[config.mk]
export PLATFORM = sky130hd
export DESIGN_NAME = cube_map_face_select_top
export DESIGN_NICKNAME = d
export VERILOG_FILES = /design/src/rtl/core/cmfs_pkg.sv /design/src/rtl/core/cmfs_div_pipe.sv /design/src/rtl/core/cube_map_face_select_top.sv
export SDC_FILE = /design/constraint.sdc
export NUM_CORES = 2
export LEC_CHECK = 0
export ABC_AREA = 1
export CAP_MARGIN = 5
export CELL_PAD_IN_SITES_DETAIL_PLACEMENT = 0
export CELL_PAD_IN_SITES_GLOBAL_PLACEMENT = 1
export CORE_AREA = 2 2 426 428
export DETAILED_ROUTE_END_ITERATION = 12
export DIE_AREA = 0 0 428 430
export DONT_BUFFER_PORTS = 1
export HOLD_SLACK_MARGIN = 0.05
export MAX_ROUTING_LAYER = met4
export PLACE_DENSITY = 0.66
export SYNTH_ARGS = -nofsm -noshare
export SYNTH_HDL_FRONTEND = slang
export SYNTH_SLANG_ARGS = --single-unit
[constraint.sdc]
create_clock -name clk_i -period 4.1 [get_ports clk_i]
set_input_delay 0.205 -clock clk_i [delete_from_list [all_inputs] [get_ports clk_i]]
set_output_delay 0.205 -clock clk_i [all_outputs]
set_load 0.02 [all_outputs]
[src/rtl/core/cmfs_pkg.sv]
// ----------------------------------------------------------------------------
// cmfs_pkg
// Shared types and constants for the cube map face select pipeline.
// ----------------------------------------------------------------------------
package cmfs_pkg;

  localparam int unsigned CompW    = 16;
  localparam int unsigned FracBits = 16;
  localparam int unsigned CoordW   = FracBits + 1;
  // sc + ma spans 0 .. 2^CompW, one bit wider than a component
  localparam int unsigned NumW     = CompW + 1;
  localparam int unsigned FaceW    = 3;

  localparam logic [FaceW-1:0] FacePosX = 3'd0;
  localparam logic [FaceW-1:0] FaceNegX = 3'd1;
  localparam logic [FaceW-1:0] FacePosY = 3'd2;
  localparam logic [FaceW-1:0] FaceNegY = 3'd3;
  localparam logic [FaceW-1:0] FacePosZ = 3'd4;
  localparam logic [FaceW-1:0] FaceNegZ = 3'd5;

  typedef struct packed {
    logic signed [CompW-1:0] dir_x;
    logic signed [CompW-1:0] dir_y;
    logic signed [CompW-1:0] dir_z;
  } dir_t;

  typedef struct packed {
    logic [FaceW-1:0]  face;
    logic [CoordW-1:0] coord_s;
    logic [CoordW-1:0] coord_t;
    logic              zero_vector;
  } result_t;

  // sideband that rides along the divider stages
  typedef struct packed {
    logic [FaceW-1:0] face;
    logic             zero_vector;
  } side_t;

endpackage

[src/rtl/core/cmfs_div_pipe.sv]
// ----------------------------------------------------------------------------
// cmfs_div_pipe
// Pipelined restoring divider, one quotient bit per stage, two numerators
// over a shared divisor. Quotient = floor(num * 2^(FracBits-1) / div).
// ----------------------------------------------------------------------------
module cmfs_div_pipe import cmfs_pkg::*; (
  input  logic              clk_i,
  input  logic              rst_ni,
  input  logic              valid_i,
  input  logic [NumW-1:0]   num_s_i,
  input  logic [NumW-1:0]   num_t_i,
  input  logic [CompW-1:0]  div_i,
  input  side_t             side_i,
  output logic              valid_o,
  output logic [CoordW-1:0] quo_s_o,
  output logic [CoordW-1:0] quo_t_o,
  output side_t             side_o
);

  logic              valid_q [CoordW];
  logic [NumW-1:0]   rem_s_q [CoordW];
  logic [NumW-1:0]   rem_t_q [CoordW];
  logic [CoordW-1:0] quo_s_q [CoordW];
  logic [CoordW-1:0] quo_t_q [CoordW];
  logic [CompW-1:0]  div_q   [CoordW];
  side_t             side_q  [CoordW];

  for (genvar k = 0; k < CoordW; k++) begin : g_stage
    logic              v_in;
    logic [NumW-1:0]   rs_in;
    logic [NumW-1:0]   rt_in;
    logic [CompW-1:0]  d_in;
    logic [CoordW-1:0] qs_in;
    logic [CoordW-1:0] qt_in;
    side_t             sd_in;
    logic [NumW-1:0]   cmp_d;
    logic [NumW-1:0]   ts;
    logic [NumW-1:0]   tt;
    logic              bs;
    logic              bt;
    logic [NumW-1:0]   rs_nx;
    logic [NumW-1:0]   rt_nx;

    if (k == 0) begin : g_first
      assign v_in  = valid_i;
      assign rs_in = num_s_i;
      assign rt_in = num_t_i;
      assign d_in  = div_i;
      assign qs_in = '0;
      assign qt_in = '0;
      assign sd_in = side_i;
    end else begin : g_next
      assign v_in  = valid_q[k-1];
      assign rs_in = rem_s_q[k-1];
      assign rt_in = rem_t_q[k-1];
      assign d_in  = div_q[k-1];
      assign qs_in = quo_s_q[k-1];
      assign qt_in = quo_t_q[k-1];
      assign sd_in = side_q[k-1];
    end

    // first two stages form the integer part (0..2), the rest shift in zeros
    always_comb begin
      if (k == 0) begin
        cmp_d = {d_in, 1'b0};
        ts    = rs_in;
        tt    = rt_in;
      end else if (k == 1) begin
        cmp_d = {1'b0, d_in};
        ts    = rs_in;
        tt    = rt_in;
      end else begin
        cmp_d = {1'b0, d_in};
        ts    = {rs_in[NumW-2:0], 1'b0};
        tt    = {rt_in[NumW-2:0], 1'b0};
      end
      bs    = (ts >= cmp_d);
      bt    = (tt >= cmp_d);
      rs_nx = bs ? (ts - cmp_d) : ts;
      rt_nx = bt ? (tt - cmp_d) : tt;
    end

    always_ff @(posedge clk_i or negedge rst_ni) begin
      if (!rst_ni) begin
        valid_q[k] <= 1'b0;
      end else begin
        valid_q[k] <= v_in;
      end
    end

    always_ff @(posedge clk_i) begin
      rem_s_q[k] <= rs_nx;
      rem_t_q[k] <= rt_nx;
      quo_s_q[k] <= {qs_in[CoordW-2:0], bs};
      quo_t_q[k] <= {qt_in[CoordW-2:0], bt};
      div_q[k]   <= d_in;
      side_q[k]  <= sd_in;
    end
  end

  assign valid_o = valid_q[CoordW-1];
  assign quo_s_o = quo_s_q[CoordW-1];
  assign quo_t_o = quo_t_q[CoordW-1];
  assign side_o  = side_q[CoordW-1];

endmodule

[src/rtl/core/cube_map_face_select_top.sv]
// ----------------------------------------------------------------------------
// cube_map_face_select_top
// Cube map face selection: major axis, face and fixed-point s/t coordinates.
// ----------------------------------------------------------------------------
// Takes one direction word per clock and returns one result word per word,
// in order. busy_o is never raised, so a new word can be started every
// cycle. The s/t divider resolves one quotient bit per pipeline stage (17
// stages); ahead of it sit four front stages (input, magnitude, axis select,
// numerator), and the output register follows it.
// done_o pulses for one cycle with the result; the receiver cannot stall.
// A zero vector sets zero_vector with face and coordinates zero.
module cube_map_face_select_top import cmfs_pkg::*; (
  input  logic    clk_i,
  input  logic    rst_ni,
  input  logic    start_i,
  input  dir_t    dir_i,
  output logic    busy_o,
  output logic    done_o,
  output result_t result_o
);

  // stage A: input capture
  logic a_valid_q;
  dir_t a_dir_q;

  // stage B: magnitudes
  logic             b_valid_q;
  dir_t             b_dir_q;
  logic [CompW-1:0] b_ax_q, b_ay_q, b_az_q;
  logic [CompW-1:0] b_ax_d, b_ay_d, b_az_d;

  // stage C: axis select
  logic                   c_valid_q;
  logic signed [NumW-1:0] c_sc_q, c_tc_q;
  logic [CompW-1:0]       c_ma_q;
  side_t                  c_side_q;
  logic signed [NumW-1:0] c_sc_d, c_tc_d;
  logic [CompW-1:0]       c_ma_d;
  side_t                  c_side_d;

  // stage D: numerators
  logic             d_valid_q;
  logic [NumW-1:0]  d_num_s_q, d_num_t_q;
  logic [CompW-1:0] d_ma_q;
  side_t            d_side_q;

  logic              dv_valid;
  logic [CoordW-1:0] dv_quo_s, dv_quo_t;
  side_t             dv_side;

  logic    done_q;
  result_t result_q;
  result_t result_d;

  assign busy_o = 1'b0;

  // ---- stage B combinational: |x|, |y|, |z| (most negative stays exact) ----
  always_comb begin
    b_ax_d = a_dir_q.dir_x[CompW-1] ? (~a_dir_q.dir_x + 1'b1) : a_dir_q.dir_x;
    b_ay_d = a_dir_q.dir_y[CompW-1] ? (~a_dir_q.dir_y + 1'b1) : a_dir_q.dir_y;
    b_az_d = a_dir_q.dir_z[CompW-1] ? (~a_dir_q.dir_z + 1'b1) : a_dir_q.dir_z;
  end

  // ---- stage C combinational: major axis, face, sc/tc ----
  always_comb begin
    logic signed [NumW-1:0] sx, sy, sz;
    sx = {b_dir_q.dir_x[CompW-1], b_dir_q.dir_x};
    sy = {b_dir_q.dir_y[CompW-1], b_dir_q.dir_y};
    sz = {b_dir_q.dir_z[CompW-1], b_dir_q.dir_z};
    c_side_d.zero_vector = (b_ax_q == '0) && (b_ay_q == '0) && (b_az_q == '0);
    if (b_ax_q >= b_ay_q && b_ax_q >= b_az_q) begin
      c_ma_d = b_ax_q;
      c_tc_d = -sy;
      if (!sx[NumW-1]) begin
        c_side_d.face = FacePosX;
        c_sc_d        = -sz;
      end else begin
        c_side_d.face = FaceNegX;
        c_sc_d        = sz;
      end
    end else if (b_ay_q >= b_ax_q && b_ay_q >= b_az_q) begin
      c_ma_d = b_ay_q;
      c_sc_d = sx;
      if (!sy[NumW-1]) begin
        c_side_d.face = FacePosY;
        c_tc_d        = sz;
      end else begin
        c_side_d.face = FaceNegY;
        c_tc_d        = -sz;
      end
    end else begin
      c_ma_d = b_az_q;
      c_tc_d = -sy;
      if (!sz[NumW-1]) begin
        c_side_d.face = FacePosZ;
        c_sc_d        = sx;
      end else begin
        c_side_d.face = FaceNegZ;
        c_sc_d        = -sx;
      end
    end
  end

  // ---- output register: zero vector forces the fields clear ----
  always_comb begin
    if (dv_side.zero_vector) begin
      result_d = '0;
      result_d.zero_vector = 1'b1;
    end else begin
      result_d.face        = dv_side.face;
      result_d.coord_s     = dv_quo_s;
      result_d.coord_t     = dv_quo_t;
      result_d.zero_vector = 1'b0;
    end
  end

  always_ff @(posedge clk_i or negedge rst_ni) begin
    if (!rst_ni) begin
      a_valid_q <= 1'b0;
      b_valid_q <= 1'b0;
      c_valid_q <= 1'b0;
      d_valid_q <= 1'b0;
      done_q    <= 1'b0;
    end else begin
      a_valid_q <= start_i & ~busy_o;
      b_valid_q <= a_valid_q;
      c_valid_q <= b_valid_q;
      d_valid_q <= c_valid_q;
      done_q    <= dv_valid;
    end
  end

  always_ff @(posedge clk_i) begin
    a_dir_q   <= dir_i;
    b_dir_q   <= a_dir_q;
    b_ax_q    <= b_ax_d;
    b_ay_q    <= b_ay_d;
    b_az_q    <= b_az_d;
    c_sc_q    <= c_sc_d;
    c_tc_q    <= c_tc_d;
    c_ma_q    <= c_ma_d;
    c_side_q  <= c_side_d;
    // sc + ma lies in 0 .. 2*ma, so the sum wraps back to the true value
    d_num_s_q <= $unsigned(c_sc_q) + {1'b0, c_ma_q};
    d_num_t_q <= $unsigned(c_tc_q) + {1'b0, c_ma_q};
    d_ma_q    <= c_ma_q;
    d_side_q  <= c_side_q;
    result_q  <= result_d;
  end

  cmfs_div_pipe u_div (
    .clk_i   (clk_i),
    .rst_ni  (rst_ni),
    .valid_i (d_valid_q),
    .num_s_i (d_num_s_q),
    .num_t_i (d_num_t_q),
    .div_i   (d_ma_q),
    .side_i  (d_side_q),
    .valid_o (dv_valid),
    .quo_s_o (dv_quo_s),
    .quo_t_o (dv_quo_t),
    .side_o  (dv_side)
  );

  assign done_o   = done_q;
  assign result_o = result_q;

  // ---- assertions ----
  localparam logic [CoordW-1:0] CoordMax = {1'b1, {FracBits{1'b0}}};

  assert property (@(posedge clk_i) disable iff (!rst_ni)
    done_o && result_o.zero_vector |->
      result_o.face == FacePosX && result_o.coord_s == '0 && result_o.coord_t == '0)
    else $error("zero vector word carries nonzero fields");

  assert property (@(posedge clk_i) disable iff (!rst_ni)
    done_o |-> result_o.coord_s <= CoordMax && result_o.coord_t <= CoordMax)
    else $error("face coordinate above one");

  assert property (@(posedge clk_i) disable iff (!rst_ni)
    done_o |-> result_o.face <= FaceNegZ)
    else $error("face code out of range");

endmodule
# [Word-level counts from Yosys, hierarchy flattened]
# Memory sizes are Yosys's and may differ from the RTL's. A register that Yosys moved wholly into a read port is not among the register bits.
# Index checks and enable logic that the tools add are counted.
[word_totals] register_bits=278 ram_bits=1496 input_bits=51 mem_count=6
[classes] add_sub_neg=42 magnitude_cmp=38 muxes=52 n_bitwise=3 reduce_logical=7
[memory_table] memory="u_div.quo_s_q" words=17 width=17 rd=17 rd_clocked_by_memory_dff=1 wr=17 line="cmfs_div_pipe.sv:23" text="logic [CoordW-1:0] quo_s_q [CoordW];"
[memory_table] memory="u_div.quo_t_q" words=17 width=17 rd=17 rd_clocked_by_memory_dff=1 wr=17 line="cmfs_div_pipe.sv:24" text="logic [CoordW-1:0] quo_t_q [CoordW];"
[memory_table] memory="u_div.rem_s_q" words=17 width=17 rd=16 rd_clocked_by_memory_dff=0 wr=17 line="cmfs_div_pipe.sv:21" text="logic [NumW-1:0] rem_s_q [CoordW];"
[memory_table] memory="u_div.rem_t_q" words=17 width=17 rd=16 rd_clocked_by_memory_dff=0 wr=17 line="cmfs_div_pipe.sv:22" text="logic [NumW-1:0] rem_t_q [CoordW];"
[memory_table] memory="u_div.div_q" words=17 width=16 rd=16 rd_clocked_by_memory_dff=0 wr=17 line="cmfs_div_pipe.sv:25" text="logic [CompW-1:0] div_q [CoordW];"
[memory_table] memory="u_div.side_q" words=17 width=4 rd=17 rd_clocked_by_memory_dff=0 wr=17 line="cmfs_div_pipe.sv:26" text="side_t side_q [CoordW];"
[ops] operator="2-to-1 mux 17 bit" n=41
[ops] operator="greater-or-equal comparator 17 x 16 -> 1 bit" n=32
[ops] operator="subtractor 17 x 16 -> 17 bit" n=32
[ops] operator="greater-or-equal comparator 16 bit" n=4
[ops] operator="negation 16 -> 17 bit" n=3
[ops] operator="adder 16 x 1 -> 16 bit (second input constant)" n=3
[ops] operator="logical NOT 16 bit" n=3
[ops] operator="NOT 16 bit" n=3
[ops] operator="2-to-1 mux 15 bit" n=3
[ops] operator="adder 17 x 16 -> 17 bit" n=2
[ops] operator="greater-or-equal comparator 17 bit" n=2
[ops] operator="subtractor 17 bit" n=2
[ops] operator="2-to-1 mux 16 bit" n=2
[ops] operator="2-to-1 mux 3 bit" n=2
[ops] operator="logical AND 1 bit" n=4
[ops] operator="2-to-1 mux 1 bit" n=4

# [Longest topological paths before layout]
[logic_depth] depth_word=4 depth_mapped=17 depth_no_buf=16

# [By module]
# Synthesis repeated with hierarchy kept, for this count alone.
[hier_totals] cells_unflattened=10823 area_unflattened_um2=76552.2
[modules_own_cells] module="cmfs_div_pipe" n_inst=1 cells_each=9309 area_each_um2=64087.7 seq_area_each_um2=23327.4
[modules_own_cells] module="cube_map_face_select_top" n_inst=1 cells_each=1514 area_each_um2=12464.5 seq_area_each_um2=5870.6

# [Worst setup path after synthesis]
# No wires, ideal clock.
[synth_timing] kind="reg-to-reg" startpoint="mem u_div.div_q[12][1], in the netlist u_div.div_q[0][193]" endpoint="mem u_div.rem_t_q[0][227] in the netlist's numbering" setup_ns=0.112 t_arrival_ns=1.800 required_time_ns=3.988 path_slack_ns=2.188 path_stages_with_launch=11 path_buffers=1 period_less_slack_ns=1.912 cell_sequence="dfxtp_1 inv_1 ha_1 ha_1 nand2_1 nor2_1 a311oi_4 nand2_4 buf_6 nand2_1 nand2_1"
[synth_lines] element="from (decl)" line="cmfs_div_pipe.sv:25"
[synth_lines] element="to (decl)" line="cmfs_div_pipe.sv:22"

==> flow_summary.ini <==
[worst_setup_path]
critPathArrivalTime_ns = 3.39
worstSetupStartpointType = flip-flop
endpoint_kind = flip-flop
worstPathMaxFanout = 17
critical_path_class = reg2reg
crit_required_ns = 4.82
worstRegToRegCells = 11

[global_routing]
grt_pass1_wl_um = 341000
grt_pass1_vias = 57600
grt_overflow_total = 0
antenna_found_initial = 6
grt_usage = 0.245
grt_max_degree = 51

[routing]
ant_nets = 0
drt_iter0_drc = 3507
dr.pass1.iters = 5
via_per_inst = 4.98
avgRoutedWirePerCell_um = 19.0
wirelength_um = 222000
dr_total_vias = 58100
drc = 0

[min_path]
min_path_type = reg2reg
min_path_cells = 0

[synthesis]
synthArstFlopShare = 0.0151
avgSynthCellArea_um2 = 7.93
synth_xor_area_frac = 0.0483
netlist_area_um2 = 71400
synth_mux_area_frac = 0
synth-seq-cells = 1453
synth-simple-area-share = 0.270
synth_compound_area_frac = 0.0894
synth_top_family_by_area = simple AND/OR/NAND/NOR gates
ys.flop_type = dfxtp_1
synthAdderAreaFrac = 0.120
synthCells = 8997
synth_edf_count = 0
synth_fp_nets = 9710
synth.yosys.warnings = 0
yosysSeqAreaShare = 0.409
synth_cell_type_count = 53

[sta]
slew_viol_final = 0
finalHoldViolCount = 0
period_needed_ns = 2.67
finClkSkew_ns = 0.0519
max_slew_margin = 0.379
rsz0062_at_grt = false
worst_pin_slew_ns = 0.929
worst_hold_slack_ns = 0.292
fin_crit_sh = 0.652
fmax_mhz = 374
setup_violations = 0
setup_tns_ns = 0

[clocking]
cts_buffers = 163
ctsRootBufferMaster = clkbuf_16
htreeDepth = 4
clkTransAtPathRegs_ns = 0.07
cts_tree = built
cts_setup_buffers = 0
clock_sinks = 1453
cts-resized-gates = 0
clk_latency_ns = 0.83
cts_buffer_depth = 3

[layout]
synthToLayoutAreaGrowth_pct = 12.5
stdcell_count = 11700
drive_above_1_share = 0.0652
layout.nets = 9864

[status]
status = complete, no violations

[die]
start_util = 0.397
dieArea_um2 = 184000
fp.dieH_um = 430
dieWidth_um = 428
core_um2 = 180000
io_pins = 91
placementRows = 156

[placed_design]
dp.cells = 11300
gp_congestion = 0.916
dp_hpwl_um = 180000
port_buffers = 0

[job]
cap_violations = 0
[layer usage]
metal	routed length (um)	vias to the layer above	share of wire	track usage
li1	-	29800	-	-
met1	101000	26900	0.46	0.305
met2	107000	1075	0.48	0.418
met3	6800	314	0.031	0.0263
met4	6650	0	0.030	0.0725
met5	0	-	0	-
[stage by stage]
stage               instance area, um^2  utilization  setup WS (ns)
finish                            80300        0.447           1.43
global route                      80300        0.447           1.26
CTS                               80300        0.447           1.43
detailed placement                73500        0.409           1.45
global placement                  73500        0.409           1.42
floorplan                         71400            -           2.19
[worst paths after layout]
path	from	endpoint	slack (ns)
min in group asynchronous	rst_ni	u_div.g_stage[6].v_in	0.51
worst min register to register	c_side_q[1]	d_side_q[1]	0.29
max in group asynchronous	rst_ni	u_div.g_stage[4].v_in	3.03
worst max-delay path	u_div.div_q[0][17]	u_div.rem_t_q[0][38]	1.43
worst max register to register	u_div.div_q[0][17]	u_div.rem_t_q[0][38]	1.43
worst min-delay path	c_side_q[1]	d_side_q[1]	0.29
[area by class of cell]
cell class | instances | area [um^2]
clock buffers | 209 | 4470
multi-input cells | 6472 | 37600
flip-flops and latches | 1453 | 29200
well taps | 2370 | 2970
diodes | 2 | 5.00
inverters | 938 | 3520
repair buffers | 123 | 1170
fillers | 18000 | 99400
clock inverters | 95 | 1370
[worst max-delay path: stages, from the launching register on]
cell and delay, ns:
dfxtp_1 0.63, inv_1 0.17, ha_1 0.34, ha_1 0.18, nand2_1 0.06, nor3_1 0.05, nand2_1 0.08, a21oi_2 0.07
nor3_4 0.55, nand2_4 0.25, nand2_1 0.12, nand2_1 0.07
[cell families (layout without fill, tap and decap cells)]
family | after synthesis | after routing
buf+inv | 1072 | 1365
xor+xnor | 392 | 392
simple gates | 4382 | 4382
compound gates | 1035 | 1035
other cells | 1 | 3
flops | 1453 | 1453
fa+ha+maj | 662 | 662
[cells in the mapped netlist (37+ instances only)]
cell | n | area [um^2]
o21ai_0 | 163 | 816
a21o_1 | 164 | 1230
inv_1 | 878 | 3300
xor2_1 | 277 | 2430
a21oi_1 | 447 | 2240
o21bai_1 | 83 | 623
buf_4 | 52 | 390
dfxtp_1 | 1431 | 28600
buf_6 | 37 | 417
nor3_1 | 98 | 490
nand2_2 | 46 | 288
nand2_4 | 71 | 800
xnor2_1 | 113 | 990
nor2_1 | 558 | 2090
ha_1 | 628 | 7860
nand2_1 | 2439 | 9160
inv_2 | 58 | 218
nand4_1 | 79 | 494
nand3_1 | 1020 | 5100
[cells in the final DEF (no fill, tap or decap), drive strengths merged, types with 4 or more instances in the layout]
| master | netlist | routed |
|---|---|---|
| nand2 | 2558 | 2558 |
| dfxtp | 1431 | 1431 |
| nand3 | 1027 | 1027 |
| inv | 937 | 950 |
| ha | 628 | 628 |
| nor2 | 561 | 561 |
| a21oi | 477 | 477 |
| xor2 | 277 | 277 |
| clkbuf | 16 | 209 |
| o21ai | 207 | 207 |
| a21o | 166 | 166 |
| nor3 | 130 | 130 |
| xnor2 | 115 | 115 |
| dlygate4sd3 | 0 | 100 |
| o21bai | 83 | 83 |
| nand4 | 81 | 81 |
| clkinv | 1 | 50 |
| fa | 34 | 34 |
| a21boi | 31 | 31 |
| a211oi | 30 | 30 |
| buf | 118 | 23 |
| dfrtp | 22 | 22 |
| bufinv | 0 | 20 |
| nor4 | 19 | 19 |
| o211ai | 16 | 16 |
| a31oi | 15 | 15 |
| clkinvlp | 0 | 13 |
| o21a | 4 | 4 |
[state kept, by name (all words and copies together), names as in the netlist, 17 cells and up]
| name | flops |
|---|---|
| u_div.div_q | 256 |
| a_dir_q | 48 |
| c_tc_q | 17 |
| u_div.rem_s_q | 257 |
| result_o | 38 |
| u_div.quo_s_q | 153 |
| c_sc_q | 17 |
| b_dir_q | 48 |
| d_num_s_q | 17 |
| u_div.quo_t_q | 153 |
| u_div.side_q | 68 |
| u_div.rem_t_q | 257 |
| d_num_t_q | 17 |
[what timing repair did]
item                       CTS  global route
hold endpoints to repair    71             0
setup endpoints to repair    0             0
hold buffers               100             0
Power is left out: the tool's default activity adds up to more than one toggle a clock period on the data nets, which glitch-free logic cannot reach.
